==> src/rtl/prr_pkg.sv <==
// Package for the panel request responder: sizes, codes, types and the
// seven-segment table. Used by every module of the block.
package prr_pkg;

  // Request and response framing
  localparam int DISPLAY_DIGITS = 3;
  localparam int REQUEST_LENGTH = 4;
  localparam logic [7:0] HEADER_BYTE    = 8'hA5;
  localparam logic [7:0] RESPONSE_START = 8'h5A;
  localparam logic [7:0] DOT_BIT        = 8'h80;

  // Receive byte counter and response byte index widths
  localparam int CNT_W = 3;
  localparam int IDX_W = 4;
  localparam logic [CNT_W-1:0] LAST_DATA_CNT = CNT_W'(REQUEST_LENGTH - 1);
  localparam logic [IDX_W-1:0] STATUS_IDX    = IDX_W'(DISPLAY_DIGITS + 1);
  localparam logic [IDX_W-1:0] LAST_IDX      = IDX_W'(DISPLAY_DIGITS + 2);

  // Command queue between front and back
  localparam int Q_DEPTH = 2;
  localparam int Q_PTR_W = 1;
  localparam int Q_CNT_W = 2;

  // Configuration register indexes
  localparam int CFG_IDX_W = 3;
  localparam int CFG_DATA_W = 7;
  localparam logic [CFG_IDX_W-1:0] REG_DIGIT0_CHAR = 3'd0;
  localparam logic [CFG_IDX_W-1:0] REG_DIGIT1_CHAR = 3'd1;
  localparam logic [CFG_IDX_W-1:0] REG_DIGIT2_CHAR = 3'd2;
  localparam logic [CFG_IDX_W-1:0] REG_DOT_MASK    = 3'd3;
  localparam logic [CFG_IDX_W-1:0] REG_SCREEN_ON   = 3'd4;
  localparam logic [CFG_IDX_W-1:0] REG_TIMER_IND   = 3'd5;

  // Response sequencer states
  typedef enum logic {
    B_IDLE,
    B_SEND
  } back_state_t;

  // Completed request, handed from front to back
  typedef struct packed {
    logic        err;
    logic [15:0] code;
  } cmd_t;

  // Display settings
  typedef struct packed {
    logic [6:0] digit0_char;
    logic [6:0] digit1_char;
    logic [6:0] digit2_char;
    logic [2:0] dot_mask;
    logic       screen_on;
    logic       timer_indicator;
  } cfg_t;

  // Seven-segment code of an ASCII character; unknown characters are blank
  function automatic logic [7:0] seg_code(input logic [6:0] c);
    logic [7:0] s;
    case (c)
      7'h30: s = 8'h3f;
      7'h31: s = 8'h06;
      7'h32: s = 8'h5b;
      7'h33: s = 8'h4f;
      7'h34: s = 8'h66;
      7'h35: s = 8'h6d;
      7'h36: s = 8'h7d;
      7'h37: s = 8'h07;
      7'h38: s = 8'h7f;
      7'h39: s = 8'h6f;
      7'h20: s = 8'h00;
      7'h2d: s = 8'h40;
      7'h41, 7'h61: s = 8'h77;
      7'h45, 7'h65: s = 8'h79;
      7'h46, 7'h66: s = 8'h71;
      7'h48, 7'h68: s = 8'h76;
      7'h4c, 7'h6c: s = 8'h38;
      7'h54, 7'h74: s = 8'h31;
      7'h52, 7'h72: s = 8'h50;
      default: s = 8'h00;
    endcase
    return s;
  endfunction

endpackage

==> src/rtl/prr_front.sv <==
// Request parser: hunts for the header, collects the request bytes with a
// running sum and pushes one command per completed request. Uses prr_pkg.
module prr_front
  import prr_pkg::*;
(
  input  logic       clk,
  input  logic       rst,
  input  logic       in_valid,
  output logic       in_ready,
  input  logic [7:0] in_byte,
  input  logic       q_full,
  output logic       q_push,
  output cmd_t       q_cmd
);

  logic             phase;
  logic [CNT_W-1:0] cnt;
  logic [7:0]       sum;
  logic [7:0]       code_hi;
  logic [7:0]       code_lo;
  logic             take;
  logic             done;

  // Any byte waits only while the queue is full
  assign in_ready = ~q_full;
  assign take     = in_valid & in_ready;
  assign done     = phase & (cnt >= LAST_DATA_CNT);
  assign q_push   = take & done;

  // Command for the back end; request code bytes exist only for long requests
  always_comb begin
    q_cmd.err  = (sum != in_byte);
    q_cmd.code = {((REQUEST_LENGTH > 2) ? code_hi : 8'h00),
                  ((REQUEST_LENGTH > 3) ? code_lo : 8'h00)};
  end

  // Receive phase and byte counter
  always_ff @(posedge clk) begin
    if (rst) begin
      phase <= 1'b0;
      cnt   <= '0;
    end else if (take) begin
      if (!phase) begin
        if (in_byte == HEADER_BYTE) begin
          phase <= 1'b1;
          cnt   <= '0;
        end
      end else if (done) begin
        phase <= 1'b0;
        cnt   <= '0;
      end else begin
        cnt <= cnt + 1'b1;
      end
    end
  end

  // Running sum and request code capture
  always_ff @(posedge clk) begin
    if (take) begin
      if (!phase) begin
        sum <= 8'h00;
      end else if (!done) begin
        sum <= sum + in_byte;
        if (cnt == CNT_W'(1)) code_hi <= in_byte;
        if (cnt == CNT_W'(2)) code_lo <= in_byte;
      end
    end
  end

endmodule

==> src/rtl/prr_queue.sv <==
// Two-entry command queue between the parser and the response sequencer.
// Uses prr_pkg for the command type and depth.
module prr_queue
  import prr_pkg::*;
(
  input  logic clk,
  input  logic rst,
  input  logic push,
  input  cmd_t push_cmd,
  output logic full,
  input  logic pop,
  output logic valid,
  output cmd_t head
);

  cmd_t               mem [Q_DEPTH];
  logic [Q_PTR_W-1:0] wr_ptr;
  logic [Q_PTR_W-1:0] rd_ptr;
  logic [Q_CNT_W-1:0] count;

  assign full  = (count == Q_CNT_W'(Q_DEPTH));
  assign valid = (count != '0);
  assign head  = mem[rd_ptr];

  // Storage
  always_ff @(posedge clk) begin
    if (push) mem[wr_ptr] <= push_cmd;
  end

  // Pointers and fill count
  always_ff @(posedge clk) begin
    if (rst) begin
      wr_ptr <= '0;
      rd_ptr <= '0;
      count  <= '0;
    end else begin
      if (push) wr_ptr <= wr_ptr + 1'b1;
      if (pop)  rd_ptr <= rd_ptr + 1'b1;
      case ({push, pop})
        2'b10:   count <= count + 1'b1;
        2'b01:   count <= count - 1'b1;
        default: count <= count;
      endcase
    end
  end

endmodule

==> src/rtl/prr_back.sv <==
// Response sequencer: turns one command into an error item or the response
// frame, one item per cycle into an output register while not stalled. Uses prr_pkg.
module prr_back
  import prr_pkg::*;
(
  input  logic        clk,
  input  logic        rst,
  input  cfg_t        cfg,
  input  logic        q_valid,
  input  cmd_t        q_head,
  output logic        q_pop,
  output logic        out_valid,
  input  logic        out_ready,
  output logic [7:0]  out_byte,
  output logic        out_last,
  output logic        out_err,
  output logic [15:0] out_code
);

  back_state_t      state, state_next;
  logic [IDX_W-1:0] idx, idx_next;
  logic [IDX_W-1:0] dig;
  logic [7:0]       sum, sum_next;
  logic [7:0]       digit_val;
  logic [7:0]       status;
  logic [7:0]       cur_byte;
  logic             advance;
  logic             out_valid_next;
  logic [7:0]       out_byte_next;
  logic             out_last_next;
  logic             out_err_next;
  logic [15:0]      out_code_next;

  assign advance = ~out_valid | out_ready;
  assign dig     = idx - 1'b1;
  assign status  = {3'b000, cfg.screen_on, 3'b000, cfg.timer_indicator};

  // Digit byte for the current index; digits past the third are blank
  always_comb begin
    case (dig)
      IDX_W'(0): digit_val = seg_code(cfg.digit0_char) | (cfg.dot_mask[0] ? DOT_BIT : 8'h00);
      IDX_W'(1): digit_val = seg_code(cfg.digit1_char) | (cfg.dot_mask[1] ? DOT_BIT : 8'h00);
      IDX_W'(2): digit_val = seg_code(cfg.digit2_char) | (cfg.dot_mask[2] ? DOT_BIT : 8'h00);
      default:   digit_val = 8'h00;
    endcase
  end

  // Frame byte by position: digits, then status, then checksum
  always_comb begin
    if (idx < STATUS_IDX) begin
      cur_byte = digit_val;
    end else if (idx == STATUS_IDX) begin
      cur_byte = status;
    end else begin
      cur_byte = sum;
    end
  end

  // Next state and output register load
  always_comb begin
    state_next     = state;
    idx_next       = idx;
    sum_next       = sum;
    q_pop          = 1'b0;
    out_valid_next = out_valid;
    out_byte_next  = out_byte;
    out_last_next  = out_last;
    out_err_next   = out_err;
    out_code_next  = out_code;
    if (advance) begin
      out_valid_next = 1'b0;
      case (state)
        B_IDLE: begin
          if (q_valid) begin
            q_pop          = 1'b1;
            out_valid_next = 1'b1;
            out_code_next  = q_head.code;
            if (q_head.err) begin
              out_byte_next = 8'h00;
              out_last_next = 1'b1;
              out_err_next  = 1'b1;
            end else begin
              out_byte_next = RESPONSE_START;
              out_last_next = 1'b0;
              out_err_next  = 1'b0;
              state_next    = B_SEND;
              idx_next      = IDX_W'(1);
              sum_next      = 8'h00;
            end
          end
        end
        B_SEND: begin
          out_valid_next = 1'b1;
          out_byte_next  = cur_byte;
          out_last_next  = (idx == LAST_IDX);
          out_err_next   = 1'b0;
          sum_next       = sum + cur_byte;
          idx_next       = idx + 1'b1;
          if (idx == LAST_IDX) state_next = B_IDLE;
        end
        default: state_next = B_IDLE;
      endcase
    end
  end

  // Control registers
  always_ff @(posedge clk) begin
    if (rst) begin
      state     <= B_IDLE;
      idx       <= '0;
      out_valid <= 1'b0;
    end else begin
      state     <= state_next;
      idx       <= idx_next;
      out_valid <= out_valid_next;
    end
  end

  // Payload registers
  always_ff @(posedge clk) begin
    sum      <= sum_next;
    out_byte <= out_byte_next;
    out_last <= out_last_next;
    out_err  <= out_err_next;
    out_code <= out_code_next;
  end

endmodule

==> src/rtl/panel_request_responder_top.sv <==
// Panel request responder top level: configuration registers, parser front,
// command queue and response sequencer. Uses prr_pkg and the prr_* modules.
//
//   port group | dir | payload (low bit first)
//   s_*        | in  | tdata: rx_byte[7:0]
//   m_*        | out | tdata: tx_byte[7:0], request_code[23:8]; tlast: last_of_frame;
//              |     | tuser: checksum_error
//   cfg_*      | in  | cfg_index selects the register, cfg_data its value
//
// Input bytes are taken one per cycle unless the queue is full; a request's sum byte
// passes the queue and output register to a first result; then one result per cycle
// unless stalled, so the sequencer sets the rate (six results per five input bytes).
// The two-entry command queue lets the parser run ahead of a stalled output.
// rst is synchronous and clears the parser, queue, sequencer and registers.
module panel_request_responder_top
  import prr_pkg::*;
(
  input  logic                  clk,
  input  logic                  rst,
  input  logic                  s_tvalid,
  output logic                  s_tready,
  input  logic [7:0]            s_tdata,   // rx_byte
  output logic                  m_tvalid,
  input  logic                  m_tready,
  output logic [23:0]           m_tdata,   // tx_byte, request_code
  output logic                  m_tlast,   // last_of_frame
  output logic [0:0]            m_tuser,   // checksum_error
  input  logic                  cfg_we,
  input  logic [CFG_IDX_W-1:0]  cfg_index,
  input  logic [CFG_DATA_W-1:0] cfg_data
);

  cfg_t        cfg;
  logic        q_push;
  cmd_t        q_push_cmd;
  logic        q_full;
  logic        q_pop;
  logic        q_valid;
  cmd_t        q_head;
  logic [7:0]  tx_byte;
  logic [15:0] tx_code;
  logic        tx_err;

  // Configuration registers; unknown indexes are dropped
  always_ff @(posedge clk) begin
    if (rst) begin
      cfg.digit0_char     <= 7'd49;
      cfg.digit1_char     <= 7'd50;
      cfg.digit2_char     <= 7'd51;
      cfg.dot_mask        <= 3'd3;
      cfg.screen_on       <= 1'b1;
      cfg.timer_indicator <= 1'b0;
    end else if (cfg_we) begin
      case (cfg_index)
        REG_DIGIT0_CHAR: cfg.digit0_char     <= cfg_data;
        REG_DIGIT1_CHAR: cfg.digit1_char     <= cfg_data;
        REG_DIGIT2_CHAR: cfg.digit2_char     <= cfg_data;
        REG_DOT_MASK:    cfg.dot_mask        <= cfg_data[2:0];
        REG_SCREEN_ON:   cfg.screen_on       <= cfg_data[0];
        REG_TIMER_IND:   cfg.timer_indicator <= cfg_data[0];
        default: ;
      endcase
    end
  end

  // Request parser
  prr_front u_front (
    .clk      (clk),
    .rst      (rst),
    .in_valid (s_tvalid),
    .in_ready (s_tready),
    .in_byte  (s_tdata),
    .q_full   (q_full),
    .q_push   (q_push),
    .q_cmd    (q_push_cmd)
  );

  // Command queue
  prr_queue u_queue (
    .clk      (clk),
    .rst      (rst),
    .push     (q_push),
    .push_cmd (q_push_cmd),
    .full     (q_full),
    .pop      (q_pop),
    .valid    (q_valid),
    .head     (q_head)
  );

  // Response sequencer
  prr_back u_back (
    .clk       (clk),
    .rst       (rst),
    .cfg       (cfg),
    .q_valid   (q_valid),
    .q_head    (q_head),
    .q_pop     (q_pop),
    .out_valid (m_tvalid),
    .out_ready (m_tready),
    .out_byte  (tx_byte),
    .out_last  (m_tlast),
    .out_err   (tx_err),
    .out_code  (tx_code)
  );

  assign m_tdata    = {tx_code, tx_byte};
  assign m_tuser[0] = tx_err;

`ifndef SYNTHESIS
  // The parser never pushes into a full queue
  a_no_overflow: assert property (@(posedge clk) disable iff (rst)
    !(q_push && q_full))
    else $error("command queue overflow");

  // The sequencer never pops an empty queue
  a_no_underflow: assert property (@(posedge clk) disable iff (rst)
    q_pop |-> q_valid)
    else $error("command queue underflow");

  // An error result is always a single-item run with a zero byte
  a_err_last: assert property (@(posedge clk) disable iff (rst)
    (m_tvalid && m_tuser[0]) |-> (m_tlast && (m_tdata[7:0] == 8'h00)))
    else $error("error result malformed");

  // A good command popped from the queue starts its response frame with the start byte
  a_frame_start: assert property (@(posedge clk) disable iff (rst)
    (q_pop && !q_head.err) |=> (m_tvalid && (m_tdata[7:0] == RESPONSE_START)))
    else $error("response frame did not start with start byte");
`endif

endmodule

==> config.mk <==
export PLATFORM = sky130hd
export DESIGN_NAME = panel_request_responder_top
export DESIGN_NICKNAME = d
export VERILOG_FILES = /design/src/rtl/prr_pkg.sv /design/src/rtl/prr_front.sv /design/src/rtl/prr_queue.sv /design/src/rtl/prr_back.sv /design/src/rtl/panel_request_responder_top.sv
export SDC_FILE = /design/constraint.sdc
export NUM_CORES = 1
export LEC_CHECK = 0
export ABC_AREA = 1
export BUFFER_PORTS_ARGS = -buffer_cell sky130_fd_sc_hd__clkbuf_2
export CORE_MARGIN = 2
export CORE_UTILIZATION = 60
export DETAILED_ROUTE_END_ITERATION = 8
export PLACE_DENSITY = 0.79
export RECOVER_POWER = 100
export SYNTH_ARGS = -nofsm -noshare
export SYNTH_HDL_FRONTEND = slang
export SYNTH_SLANG_ARGS = --single-unit
export TNS_END_PERCENT = 50
==> constraint.sdc <==
create_clock -name clk -period 8.5 [get_ports clk]
set_input_delay 1.7 -clock clk [delete_from_list [all_inputs] [get_ports clk]]
set_output_delay 1.7 -clock clk [all_outputs]
set_load 0.02 [all_outputs]
# Word level (Yosys, flattened, before mapping)
# Memory sizes are Yosys's and may differ from the RTL's. A register that Yosys moved wholly into a read port is not among the register bits.
# Cells that the tools add are included.
[word_totals] memories=4 out_inout_bits=28 ram_bits=34 word_cells=133 reg_bits=98 rom_bits=2688
[op_classes] muxes=48 n_bitwise=11 n_eq_ne=19 n_addsub=9 n_lt_le_gt_ge=2 reduce_logical=18
[mem_list] name="(name not given)" words=128 word_bits=7 rd=1 rd_ports_with_merged_regs=1 write_ports=0 line="prr_pkg.sv:59" text="case (c)"
[mem_list] name="(name not given)" words=128 word_bits=7 rd=1 rd_ports_with_merged_regs=1 write_ports=0 line="prr_pkg.sv:59"
[mem_list] name="(name not given)" words=128 word_bits=7 rd=1 rd_ports_with_merged_regs=1 write_ports=0 line="prr_pkg.sv:59"
[mem_list] name="u_queue.mem" words=2 word_bits=17 rd=1 rd_ports_with_merged_regs=1 write_ports=1 line="prr_queue.sv:16" text="cmd_t mem [Q_DEPTH];"
[ops] operator="8-bit 2-to-1 mux" n=12
[ops] operator="7-bit 2-to-1 mux" n=7
[ops] operator="8-bit case mux with 2 select lines" n=2
[ops] operator="8-bit OR" n=3
[ops] operator="8-bit case mux with 3 select lines" n=1
[ops] operator="2-bit AND reduction" n=9
[ops] operator="8-bit adder" n=2
[ops] operator="1-bit 2-to-1 mux" n=15
[ops] operator="3-bit by 2-bit == test with 1-bit output, second input constant" n=3
[ops] operator="3-bit 2-to-1 mux" n=3
[ops] operator="4-bit by 3-bit == test with 1-bit output, second input constant" n=2
[ops] operator="8-bit == test, second input constant" n=1
[ops] operator="4-bit 2-to-1 mux" n=2
[ops] operator="8-bit != test" n=1
[ops] operator="1-bit case mux with 2 select lines" n=4
[ops] operator="4-bit case mux with 2 select lines" n=1
[ops] operator="4-bit AND reduction" n=2
[ops] operator="3-bit by 1-bit == test with 1-bit output, second input constant" n=2
[ops] operator="3-bit == test, second input constant" n=2
[ops] operator="2-bit != test, second input constant" n=3
[ops] operator="3-bit AND reduction" n=2
[ops] operator="2-bit nonzero test" n=3
[ops] operator="4-bit by 1-bit adder with 4-bit output, second input constant" n=1
[ops] operator="2-bit == test, second input constant" n=2
[ops] operator="16 further kinds" n=22

# Longest topological paths before layout
# Gate-level depths: netlist of run 1.
[logic_depth] ltp_word=8 depth_mapped=23

# By module
# Synthesis of run 1 repeated with hierarchy kept, for this count alone.
[hier_totals] hier_cells=828 area_unflattened_um2=7199.4
[modules_own_cells] mod="prr_back" area_per_inst_um2=3153.0 instances=1 seq_area_each_um2=1141.1 cells_per_inst=436
[modules_own_cells] mod="prr_queue" area_per_inst_um2=1506.4 instances=1 seq_area_each_um2=1121.1 cells_per_inst=86
[modules_own_cells] mod="prr_front" area_per_inst_um2=1467.7 instances=1 seq_area_each_um2=800.8 cells_per_inst=156
[modules_own_cells] mod="panel_request_responder_top" area_per_inst_um2=1072.3 instances=1 seq_area_each_um2=520.5 cells_per_inst=150

# Least setup slack after synthesis of run 1
# Ideal clock, no wire load.
[synth_timing] path_type="input port to flip-flop" startpoint="input s_tvalid" endpoint="memory u_queue.mem[1][0] (netlist name), enable pin" path_buffers=0 t_arrival_ps=2970 slack_ps=5138 setup_ps=392 stages=6 required_ps=8108 path_cell_list="nand2_1 -> nor2_1 -> inv_1 -> nor2_1 -> inv_1 -> nor2_1"
[synth_via] elab_chain_cells=4
[synth_rtl] item="from (decl)" line="panel_request_responder_top.sv:20" text="input logic s_tvalid,"
[synth_rtl] item="1-bit bitwise AND" line="prr_front.sv:26" text="assign take = in_valid & in_ready;"
[synth_rtl] item="1-bit bitwise AND" line="prr_front.sv:28" text="assign q_push = take & done;"
[synth_rtl] item="1-bit 2-to-1 mux" line="prr_queue.sv:27" text="if (push) mem[wr_ptr] <= push_cmd;"
[synth_rtl] item="1-bit 2-to-1 mux (not written as such)" line="prr_queue.sv:27"
[synth_rtl] item="to (decl)" line="prr_queue.sv:16"
# No other way between the ends.

==> flow_results.org, run 1 <==
** Cells and area
- Net count reported at finish :: 964
- Leaving out fill and tap cells, the most frequent cell in the layout is sky130_fd_sc_hd__nand2_1.
- Core Util, Final :: 67.7%
- Fill cells in the final layout number 993.
- The number of antenna diodes in the final layout is 0.
- Leaving out fill and tap cells, the most frequent cells in the layout are sky130_fd_sc_hd__nand2_1 (230), sky130_fd_sc_hd__inv_1 (98), sky130_fd_sc_hd__edfxtp_1 (92).
- Ratio of cells with drive above 1 in the final layout :: 8.31%
- Area of all placed cells without fillers :: 8440 um2
- From synthesis to final layout, the design area changed by 11.7%.

** Setup path
- Worst Setup End Kind :: flip-flop
- Data arrives at the worst endpoint at 4280 ps.
- The critical path starts at rst.
- Slack of the worst reg-to-reg path :: 4570 ps
- Number of cell instances on the worst register-to-register path :: 21
- Worst reg2reg path startpoint :: u_back.idx[0]
- STA classifies the critical path startpoint as a primary input.
- Endpoint of the worst register-to-register path :: u_back.sum[6]
- Maximum fanout along the worst path :: 29
- By startpoint and endpoint, the worst setup path is classified as primary input to flip-flop.
- At the worst endpoint, the required time is 8810 ps.

** STA
- The worst path uses 46.7% of the clock period.
- Count of final hold-check violations :: 0
- Final hold slack :: 447 ps
- Final critical path time including I/O delays and setup :: 3970 ps
- Setup total negative slack on the finished layout was measured at 0 ps.
- Total of endpoints with negative setup slack in the final report :: 0
- Max Fclk :: 0.252 GHz
- Setup repair after global routing left no endpoint under its margin.
- Headroom to the max-slew limit :: -38.8%
- The count of pins over their slew limit is 17.
- Measured slew at the worst slew-check pin :: 2070 ps
- Maximum clock skew at final layout :: 5.56 ps

** Power and ir drop
- The completed layout was analyzed and its total power is 2220 uW.
- Switch Pwr :: 700 uW
- Power density cells :: 263 nW/um2
- Worst VDD drop :: 0.000143 V
- Leak pwr :: 0.00361 uW
- Logic gate share of total power :: 19.0%
- Proportion of power drawn by flip-flops and latches :: 45.0%
- Switching fraction of total power :: 31.5%
- Share of power burned in the clock network :: 36.0%
- Cell internal power was estimated by the tool at 1520 uW.

** Clocking
- The clock tree synthesis step divided the H-tree into 4 levels.
- Clock Tree Buf Depth :: 2
- Clock buffer count from CTS :: 17
- After clock tree synthesis, the clock-pin slew on the worst setup and hold paths is 60 ps.
- The clock reaches the later pin of the worst-skew pair after 430 ps.
- Number of hold buffers added after cts :: 0
- Post-CTS repair changed the size of 0 cells.
- The number of setup buffers added after CTS is 0.
- Root buffer cell :: sky130_fd_sc_hd__clkbuf_16
- CTS saw 154 sinks.
- TritonCTS built the clock tree.

** Route
- Number of remaining DRC errors :: 0
- Routed WL :: 15300 um
- In the final routed layout, each cell accounts on average for 14.1 um.
- Once detail routing completed, the nets flagged for antenna violations numbered 0.
- Number of detailed-route iterations in the first pass :: 5
- Vias per Instance :: 5.33
- After the first detailed-routing iteration, the DRC count stood at 448.
- The detailed router placed 5794 vias in this run.

** Synth
- Number of instances in the synthesized netlist :: 845
- After synthesis, the largest area contributor takes up 36.6% of total cell area.
- Number of warnings reported in the yosys synthesis log :: 0
- After synthesis, the cell types taking the most area are sky130_fd_sc_hd__edfxtp_1 (37%), sky130_fd_sc_hd__dfxtp_1 (16%), sky130_fd_sc_hd__nand2_1 (11%), sky130_fd_sc_hd__ha_1 (6.1%), sky130_fd_sc_hd__inv_1 (4.8%).
- Dividing the synthesized area by the synthesized cell count gives 8.94 um2.
- For this run, the register share of the synthesized area comes to 53.0%.
- The synthesized netlist contains 48 unique library cells.
- Number of flip-flops and latches in the synthesized netlist :: 154
- Leading area contributor after synthesis :: sky130_fd_sc_hd__edfxtp_1
- Syn_nets :: 907
- Mapped Area :: 7560 um2

** Worst hold path
- Path category of the worst min-delay check :: flip-flop to flip-flop

** Die
- Die outline area :: 13500 um2
- From bottom edge to top edge, the die measures 116 um.
- The floorplan has 41 rows.
- Measured along the x axis, the die boundary spans 116 um.
- Once the floorplan was initialized, standard cells occupied 60.6% of the core.
- Core region area :: 12500 um2
- During I/O placement, the number of pins put on the boundary was 51.

** GRT
- The via count of the first global-routing pass was 5438.
- Overall global routing resource usage :: 24.5%
- Number of antenna violations at the first check in global routing :: 0
- After global routing the overflow that remains totals 0.
- Entering global routing, the biggest net connects 30 pins.
- Global-route wire length before repair :: 25500 um

** Flow run
- Across the run, the number of max-cap violations was 1.

** Placement
- Input and output buffers added on the ports amount to 50.
- Post-DP Area :: 7960 um2
- Last weighted congestion value of the routability-driven placer :: 0.956
- Estimated wirelength of the detail-placed design :: 10600 um

** Status
- The run finished, with violations left.
- The checks that failed: max-capacitance violations, max-slew violations.
metrics by stage:
step,instances,setup slack [ps]
floorplan,845,5140
global placement,1055,4770
detailed placement,1055,4640
CTS,1087,4760
global route,1087,4060
finish,1087,4530
worst min path at each step:
stage | cells after the start | to | slack, ps | from
floorplan | 0 | u_queue.mem[0][0] | 420 | u_front.code_lo[0]
global placement | 0 | u_queue.mem[1][5] | 420 | u_front.code_lo[5]
detailed placement | 0 | u_queue.mem[0][13] | 430 | u_front.code_hi[5]
CTS | 0 | u_queue.mem[0][0] | 450 | u_front.code_lo[0]
global route | 0 | u_queue.mem[0][0] | 460 | u_front.code_lo[0]
finish | 0 | u_queue.mem[1][13] | 450 | u_front.code_hi[5]
power groups by stage:
| stage | logic, uW | registers [uW] | clock network (uW) |
|---|---|---|---|
| final | 421 | 1000 | 800 |
| after global routing | 477 | 1010 | 835 |
| after CTS | 439 | 1000 | 805 |
| after detailed placement | 429 | 1020 | 0 |
| after global placement | 420 | 1010 | 0 |
| after floorplan | 266 | 1050 | 0 |
final cells by class:
cell class                      instances  area [um2]  area share (%)
Sequential cell                       154        4000            47.4
Multi-Input combinational cell        569        2970            35.2
Clock buffer                           17         425            5.04
Inverter                              108         412            4.88
Tap cell                              172         215            2.55
Timing Repair Buffer                   52         210            2.49
Clock inverter                         15         204            2.42
cells by family (layout without fill, tap and decap cells):
group / after synthesis / count (layout) / synth area share, %
AO/OA/AOI/OAI: 117 / 117 / 8.66
XOR/XNOR: 2 / 2 / 0.232
adder cells (fa/ha/maj): 39 / 39 / 6.65
buffers and inverters: 122 / 192 / 6.54
flip-flops: 154 / 154 / 53.0
AND/OR/NAND/NOR: 411 / 411 / 24.9
layer usage:
metal | vias up | global-route usage [%] | share of wire [%]
met3 | 31 | 5.92 | 5.6
met2 | 209 | 40.5 | 48
li1 | 2928 | - | -
met5 | - | 0 | 0
met1 | 2626 | 31.2 | 44
met4 | 0 | 10.0 | 2.5
cell usage after synthesis (all sizes together):
cell    count
a211oi      3
a21oi      47
a22oi       1
a31oi       3
and3        2
buf         8
clkbuf      6
clkinv      4
dfxtp      62
edfxtp     92
fa          2
ha         37
inv       104
nand2     236
nand3      68
nand3b      3
nand4       9
nor2       70
nor3       14
nor4        3
o211ai      7
o21ai      49
o21bai      1
o22ai       1
o31a        1
o31ai       4
or2         6
xnor2       1
xor2        1
critical path, cell delays in order:
cell	delay, ps
sky130_fd_sc_hd__clkbuf_1	560
sky130_fd_sc_hd__inv_1	640
sky130_fd_sc_hd__nand2_1	300
sky130_fd_sc_hd__inv_1	120
sky130_fd_sc_hd__ha_1	320
sky130_fd_sc_hd__nand2_1	70
sky130_fd_sc_hd__nor2_1	60
sky130_fd_sc_hd__nand3b_1	200
sky130_fd_sc_hd__a21oi_1	170
sky130_fd_sc_hd__o21ai_0	110
(Power assumes the default switching activity.)
==> inputs of run 2 (changes only) <==
Settings changed: CORE_UTILIZATION 60 to 55, PLACE_DENSITY 0.79 to 0.76.
Clock period 8.5 ns to 3.55 ns, I/O delays scaled along.
==> flow_results.org, run 2 (same netlist as run 1, synthesis figures left out) <==
** Placement
- During placement, the flow inserted port buffers numbering 50.
- Post-DP Area :: 8020 um2
- Instance count after placement with tap cells included :: 1066
- Routability-driven placement finished with a final weighted congestion of 0.863.
- Summed over all nets, the half-perimeter wirelength after detailed placement is 10700 um.

** Clocking
- Clock tree sinks :: 154
- Clock transition at path regs :: 70 ps
- TritonCTS built the clock tree.
- H-tree Lvls :: 4
- Clock insertion delay at the later pin of the skew report :: 430 ps
- Root buffer cell :: sky130_fd_sc_hd__clkbuf_16
- In this run the deepest clock path goes through 2 buffers.
- Number of hold buffers added after cts :: 0
- Clock tree synthesis inserted a total of 17 buffers.

** Status
- Run status :: finished, final reports clean

** Cells and area
- Leaving out fill and tap cells, the most frequent cell in the layout is sky130_fd_sc_hd__nand2_1.
- Net count reported at finish :: 972
- Across the whole layout, storage elements account for 4010 um2.
- The number of antenna diodes in the final layout is 0.
- The finished cells cover 8470 um2.
- Leaving out filler cells and counting taps, the final layout contains 1099.
- Of the cells placed in the final design, the portion with a size suffix greater than 1 is 8.45%.
- Area of the multi-input gates :: 2970 um2
- Fillers :: 1126
- Layout overhead on the synthesized area :: 12.1%
- Top library cells by usage in the layout, fill and taps aside :: sky130_fd_sc_hd__nand2_1 (230), sky130_fd_sc_hd__inv_1 (98), sky130_fd_sc_hd__edfxtp_1 (92)

** Power and ir drop
- Internal power of the cells :: 3650 uW
- Power density cells :: 627 nW/um2
- The worst-case IR drop observed on VDD is 0.000319 V.
- Logic gate share of total power :: 20.6%
- Switching fraction of total power :: 31.2%
- Of the total power, the clock network draws 35.3%.
- Proportion of power drawn by flip-flops and latches :: 44.1%
- The analysis attributes to cell leakage a power of 0.00361 uW.
- Switch Pwr :: 1660 uW

** Setup path
- Data required time of the critical path :: 3820 ps
- STA puts the critical path data arrival time at 3430 ps.
- Crit start category :: flip-flop
- Worst Setup End Kind :: flip-flop
- Type of the worst setup path :: flip-flop to flip-flop
- Of all nets on the critical path, the largest fanout is 13.

** Die
- Number of primary I/O pins :: 51
- Std-Cell Rows :: 42
- Once the floorplan was initialized, standard cells occupied 56.6% of the core.
- The floorplan step set the die width to 121 um.
- Die outline area :: 14700 um2
- From bottom edge to top edge, the die measures 121 um.
- Core region area :: 13300 um2

** STA
- Max Fclk :: 0.316 GHz
- Summed over all failing endpoints, the final setup total negative slack is 0 ps.
- In this run the tightest slew margin relative to its limit is 31.2%.
- Subtracting the final worst setup slack from the clock period gives 3160 ps.
- Setup repair after global routing left no endpoint under its margin.
- Max-slew violation count :: 0
- Setup violations remaining at the end of the flow were counted as 0.
- Measured slew at the worst slew-check pin :: 1030 ps
- The count of final hold-check violations was 0.
- Across the routed clock network, the largest skew measured is 11.2 ps.
- Final period util :: 89.0%

** GRT
- Number of global-route vias before repair :: 5375
- The initial antenna violation count came to 0.
- Overall global routing resource usage :: 21.5%
- Maximum number of pins on one net before global-route repair :: 21
- For this run the aggregate overflow at the end of global routing stands at 0.
- Global-route wire length before repair :: 24800 um

** Route
- Number of remaining DRC errors :: 0
- Routed WL :: 14900 um
- After the first detailed-routing iteration, the DRC count stood at 427.
- Dividing the detail-routed via count by the number of cells gives 5.23.
- The first detailed-routing pass ran for 5 iterations.
- Once detail routing completed, the nets flagged for antenna violations numbered 0.
- Routed length per placed instance :: 13.5 um
- Detailed routing inserted a total of 5752 vias.

** Worst hold path
- The tightest min-delay check is of the flip-flop to flip-flop type.

** Flow run
- Across the run, the number of max-cap violations was 0.
run 2: cell count changes in the layout (fill, tap and decap cells not counted), sizes merged:
cell    before  now
clkbuf      69   76
buf          0    2
clkinv       4    6
inv        112  109
run 2: power by group through the flow:
stage,logic [uW],registers [uW],clock network (uW)
floorplan,636,2520,0
global placement,1130,2370,0
detailed placement,1160,2370,0
CTS,1170,2340,1890
global route,1240,2370,1970
finish,1090,2340,1870
run 2: area by class of cell:
| class | instances | share of cell area [%] |
|---|---|---|
| Clock inverter | 14 | 2.19 |
| Sequential cell | 154 | 47.3 |
| Tap cell | 176 | 2.60 |
| Inverter | 108 | 4.84 |
| Clock buffer | 18 | 5.06 |
| Timing Repair Buffer | 60 | 2.91 |
| Multi-Input combinational cell | 569 | 35.1 |
run 2: metrics by stage:
stage,utilization [%],hold WS [ps],setup slack (ps),total power [uW]
final,63.5,456,389,5310
after global routing,63.5,471,54.4,5570
after CTS,64.7,453,236,5400
after detailed placement,60.1,438,266,3530
after global placement,60.1,424,374,3500
after floorplan,-,421,515,3150
run 2: timing repair:
action / 4_1_cts / 5_1_grt
gates resized for setup: 0 / 4
setup buffers: 0 / 1
setup endpoints to repair: 0 / 2
run 2: path summary, 6_finish.rpt:
kind	start	depth (start not counted)	end	slack (ps)
setup / recovery	u_back.idx[1]	18	u_back.sum[5]	390
setup reg to reg	u_back.idx[1]	18	u_back.sum[5]	390
hold / removal	u_front.code_hi[2]	0	u_queue.mem[0][10]	460
hold reg to reg	u_front.code_hi[2]	0	u_queue.mem[0][10]	460
run 2: critical path, stage by stage (launching register included):
cell	delay [ps]
sky130_fd_sc_hd__dfxtp_2	350
sky130_fd_sc_hd__inv_1	100
sky130_fd_sc_hd__ha_1	170
sky130_fd_sc_hd__inv_1	60
sky130_fd_sc_hd__nand2_1	80
sky130_fd_sc_hd__nand2_1	120
sky130_fd_sc_hd__nand3_1	140
sky130_fd_sc_hd__nand2_1	70
sky130_fd_sc_hd__buf_4	170
sky130_fd_sc_hd__or2_2	270
sky130_fd_sc_hd__nand3_1	90
sky130_fd_sc_hd__nand2_1	90
sky130_fd_sc_hd__ha_1	290
sky130_fd_sc_hd__a21oi_1	60
sky130_fd_sc_hd__o21ai_0	360
sky130_fd_sc_hd__a21oi_1	120
sky130_fd_sc_hd__o21ai_0	220
sky130_fd_sc_hd__o21ai_0	100
sky130_fd_sc_hd__a21oi_1	130
run 2: metal layers:
metal | track usage [%] | wire length (um) | vias up
met3 | 3.99 | 787 | 32
met4 | 10.2 | 362 | 0
met1 | 28.4 | 6900 | 2589
met2 | 34.4 | 6800 | 179
li1 | - | - | 2952
met5 | 0 | 0 | -
==> inputs of run 3 (changes only) <==
Settings changed: CORE_UTILIZATION 55 to 60, PLACE_DENSITY 0.76 to 0.79.
Clock period 3.55 ns to 3.8 ns, I/O delays scaled along.
==> flow_results.org, run 3 (same netlist as run 1, synthesis figures left out) <==
** Cells and area
- Ratio of cells with drive above 1 in the final layout :: 7.92%
- The repair_antennas step left the layout with diodes totalling 0.
- Layout overhead on the synthesized area :: 11.4%
- After the last flow step, the layout net total stands at 971.
- Area of all placed cells without fillers :: 8420 um2
- Top library cells by usage in the layout, fill and taps aside :: sky130_fd_sc_hd__nand2_1 (230), sky130_fd_sc_hd__inv_1 (100), sky130_fd_sc_hd__edfxtp_1 (92)
- Core Util, Final :: 67.5%
- Leading cell type in the layout, fill and taps excluded :: sky130_fd_sc_hd__nand2_1
- After filler insertion, the fill cell instance count of the layout stands at 1041.

** STA
- At the pin with the least slew margin, the transition time is 1010 ps.
- Based on the critical path, the design can be clocked at up to 0.294 GHz.
- The count of pins over their slew limit was 0.
- Maximum clock skew at final layout :: 7.66 ps
- In the finished design, the share of the clock period the worst path needs comes to 89.6%.
- The count of final hold-check violations is 0.
- Setup repair after global routing left no endpoint under its margin.
- Final critical path time including I/O delays and setup :: 3400 ps
- Total Neg Setup Slack :: 0 ps
- Headroom to the max-slew limit :: 32.6%
- Setup violations remaining at the end of the flow were counted as 0.

** Setup path
- The most numerous cell type found on the critical path is sky130_fd_sc_hd__nand2_1.
- Worst Setup End Kind :: flip-flop
- In this design, the stage delay of the slowest critical-path cell is 420 ps.
- Walking the worst path, the cells encountered are inv_1 -> ha_1 -> inv_1 -> nand2_1 -> nand2_1 -> nand3_1 -> nand2_1 -> inv_1 -> a21oi_4 -> o211ai_1 -> nand2_1 -> ha_1 -> inv_1 -> fa_1 -> o21ai_0 -> nand2_1 -> nand2_1 -> a21oi_1 -> o21bai_1 -> o21ai_0 -> a21oi_1.
- By startpoint and endpoint, the worst setup path is classified as flip-flop to flip-flop.
- Worst path top cell family by delay :: compound AO/OA/AOI/OAI gates
- Maximum fanout along the worst path :: 8
- The worst setup path is launched from a flip-flop.
- Crit path DAT :: 3680 ps
- Counting both buffers and inverters, the worst setup path holds a total of 4.
- Slowest stage cell on the critical path :: sky130_fd_sc_hd__fa_1
- At the worst endpoint, the required time is 4080 ps.
- Slack of the worst reg-to-reg path :: 400 ps

** Route
- Number of remaining DRC errors :: 0
- Number of design-rule violations left by the first detailed-router iteration :: 395
- Detailed routing inserted a total of 5753 vias.
- Once detail routing completed, the nets flagged for antenna violations numbered 0.
- Vias per Instance :: 5.26
- In the final routed layout, each cell accounts on average for 13.6 um.
- After detailed routing, the total wire length is 14900 um.
- Number of detailed-route iterations in the first pass :: 7

** Die
- Row generation in the floorplan step produced 41 rows.
- Number of primary I/O pins :: 51
- Horizontal die dimension :: 116 um
- Core region area :: 12500 um2
- Effective utilization at floorplan :: 60.6%
- Die height :: 116 um
- The die covers 13500 um2.

** Power and ir drop
- Switch Pwr :: 1530 uW
- Sequential cells account for 45.8% of the total power.
- Internal power of the cells :: 3360 uW
- Switching fraction of total power :: 31.2%
- Tot Pwr :: 4890 uW
- Summed over all cells, the static leakage comes to 0.00360 uW.
- Of the total power, combinational logic draws 19.7%.
- Power density cells :: 581 nW/um2
- Per report_power, the clock group accounts for 34.5% of the total.
- Worst VDD drop :: 0.000242 V

** Clocking
- Number of setup buffers added after CTS :: 0
- H-tree Lvls :: 4
- Root buffer cell :: sky130_fd_sc_hd__clkbuf_16
- Clock buffer count from CTS :: 17
- Clock transition at path regs :: 60 ps
- The later pin in the worst-skew pair is clocked with a latency of 430 ps.
- CTS saw 154 sinks.
- Number of gates resized after CTS :: 0
- Clock Tree Buf Depth :: 2
- TritonCTS built the clock tree.
- After clock tree synthesis, the flow added hold-fix buffers numbering 0.

** GRT
- Maximum number of pins on one net before global-route repair :: 21
- Global-route wire length before repair :: 24300 um
- The via count of the first global-routing pass is 5177.
- The initial antenna violation count came to 0.
- Total global routing overflow :: 0
- Overall global routing resource usage :: 23.4%

** Placement
- At the end of routability-driven placement, the weighted congestion stood at 0.891.
- Post-DP Area :: 8010 um2
- Port Buffers :: 50
- Estimated wirelength of the detail-placed design :: 10600 um

** Status
- Run status :: finished, final reports clean

** Flow run
- Max-cap violations in this run came to 0.

** Worst hold path
- The tightest min-delay check is of the flip-flop to flip-flop type.
## run 3: final timing paths
kind,startpoint,to,depth (start not counted)
max,u_back.idx[0],u_back.sum[6],21
max reg2reg,u_back.idx[0],u_back.sum[6],21
min,u_front.code_lo[4],u_queue.mem[1][4],0
min reg2reg,u_front.code_lo[4],u_queue.mem[1][4],0
## run 3: through the flow
stage          std cells  hold WS, ps  worst slack [ps]
5_1_grt             1094          463              40.3
3_3_place_gp        1062          422               594
3_5_place_dp        1062          438               374
2_1_floorplan        845          421               765
6_report            1094          450               395
4_1_cts             1094          451               351
## run 3: routing by layer
layer / up-vias / global-route usage [%] / wire length [um]
met1: 2595 / 32.6 / 7100
met4: 0 / 8.25 / 240
met5: - / 0 / 0
met2: 181 / 36.2 / 6650
li1: 2955 / - / -
met3: 22 / 5.66 / 866
## run 3: final cells by class
class	count	area (um2)	share of cell area, %
Clock inverter	12	139	1.65
Clock buffer	20	457	5.42
Inverter	108	412	4.89
Sequential cell	154	4010	47.6
Multi-Input combinational cell	569	2950	35.0
Tap cell	172	215	2.56
Timing Repair Buffer	59	245	2.91
## run 3: power by group through the flow
stage / Sequential (uW) / Clock, uW / Combinational (uW)
after global routing: 2270 / 1770 / 1090
after floorplan: 2350 / 0 / 594
after detailed placement: 2270 / 0 / 1010
after CTS: 2240 / 1710 / 1030
after global placement: 2270 / 0 / 989
final: 2240 / 1690 / 963
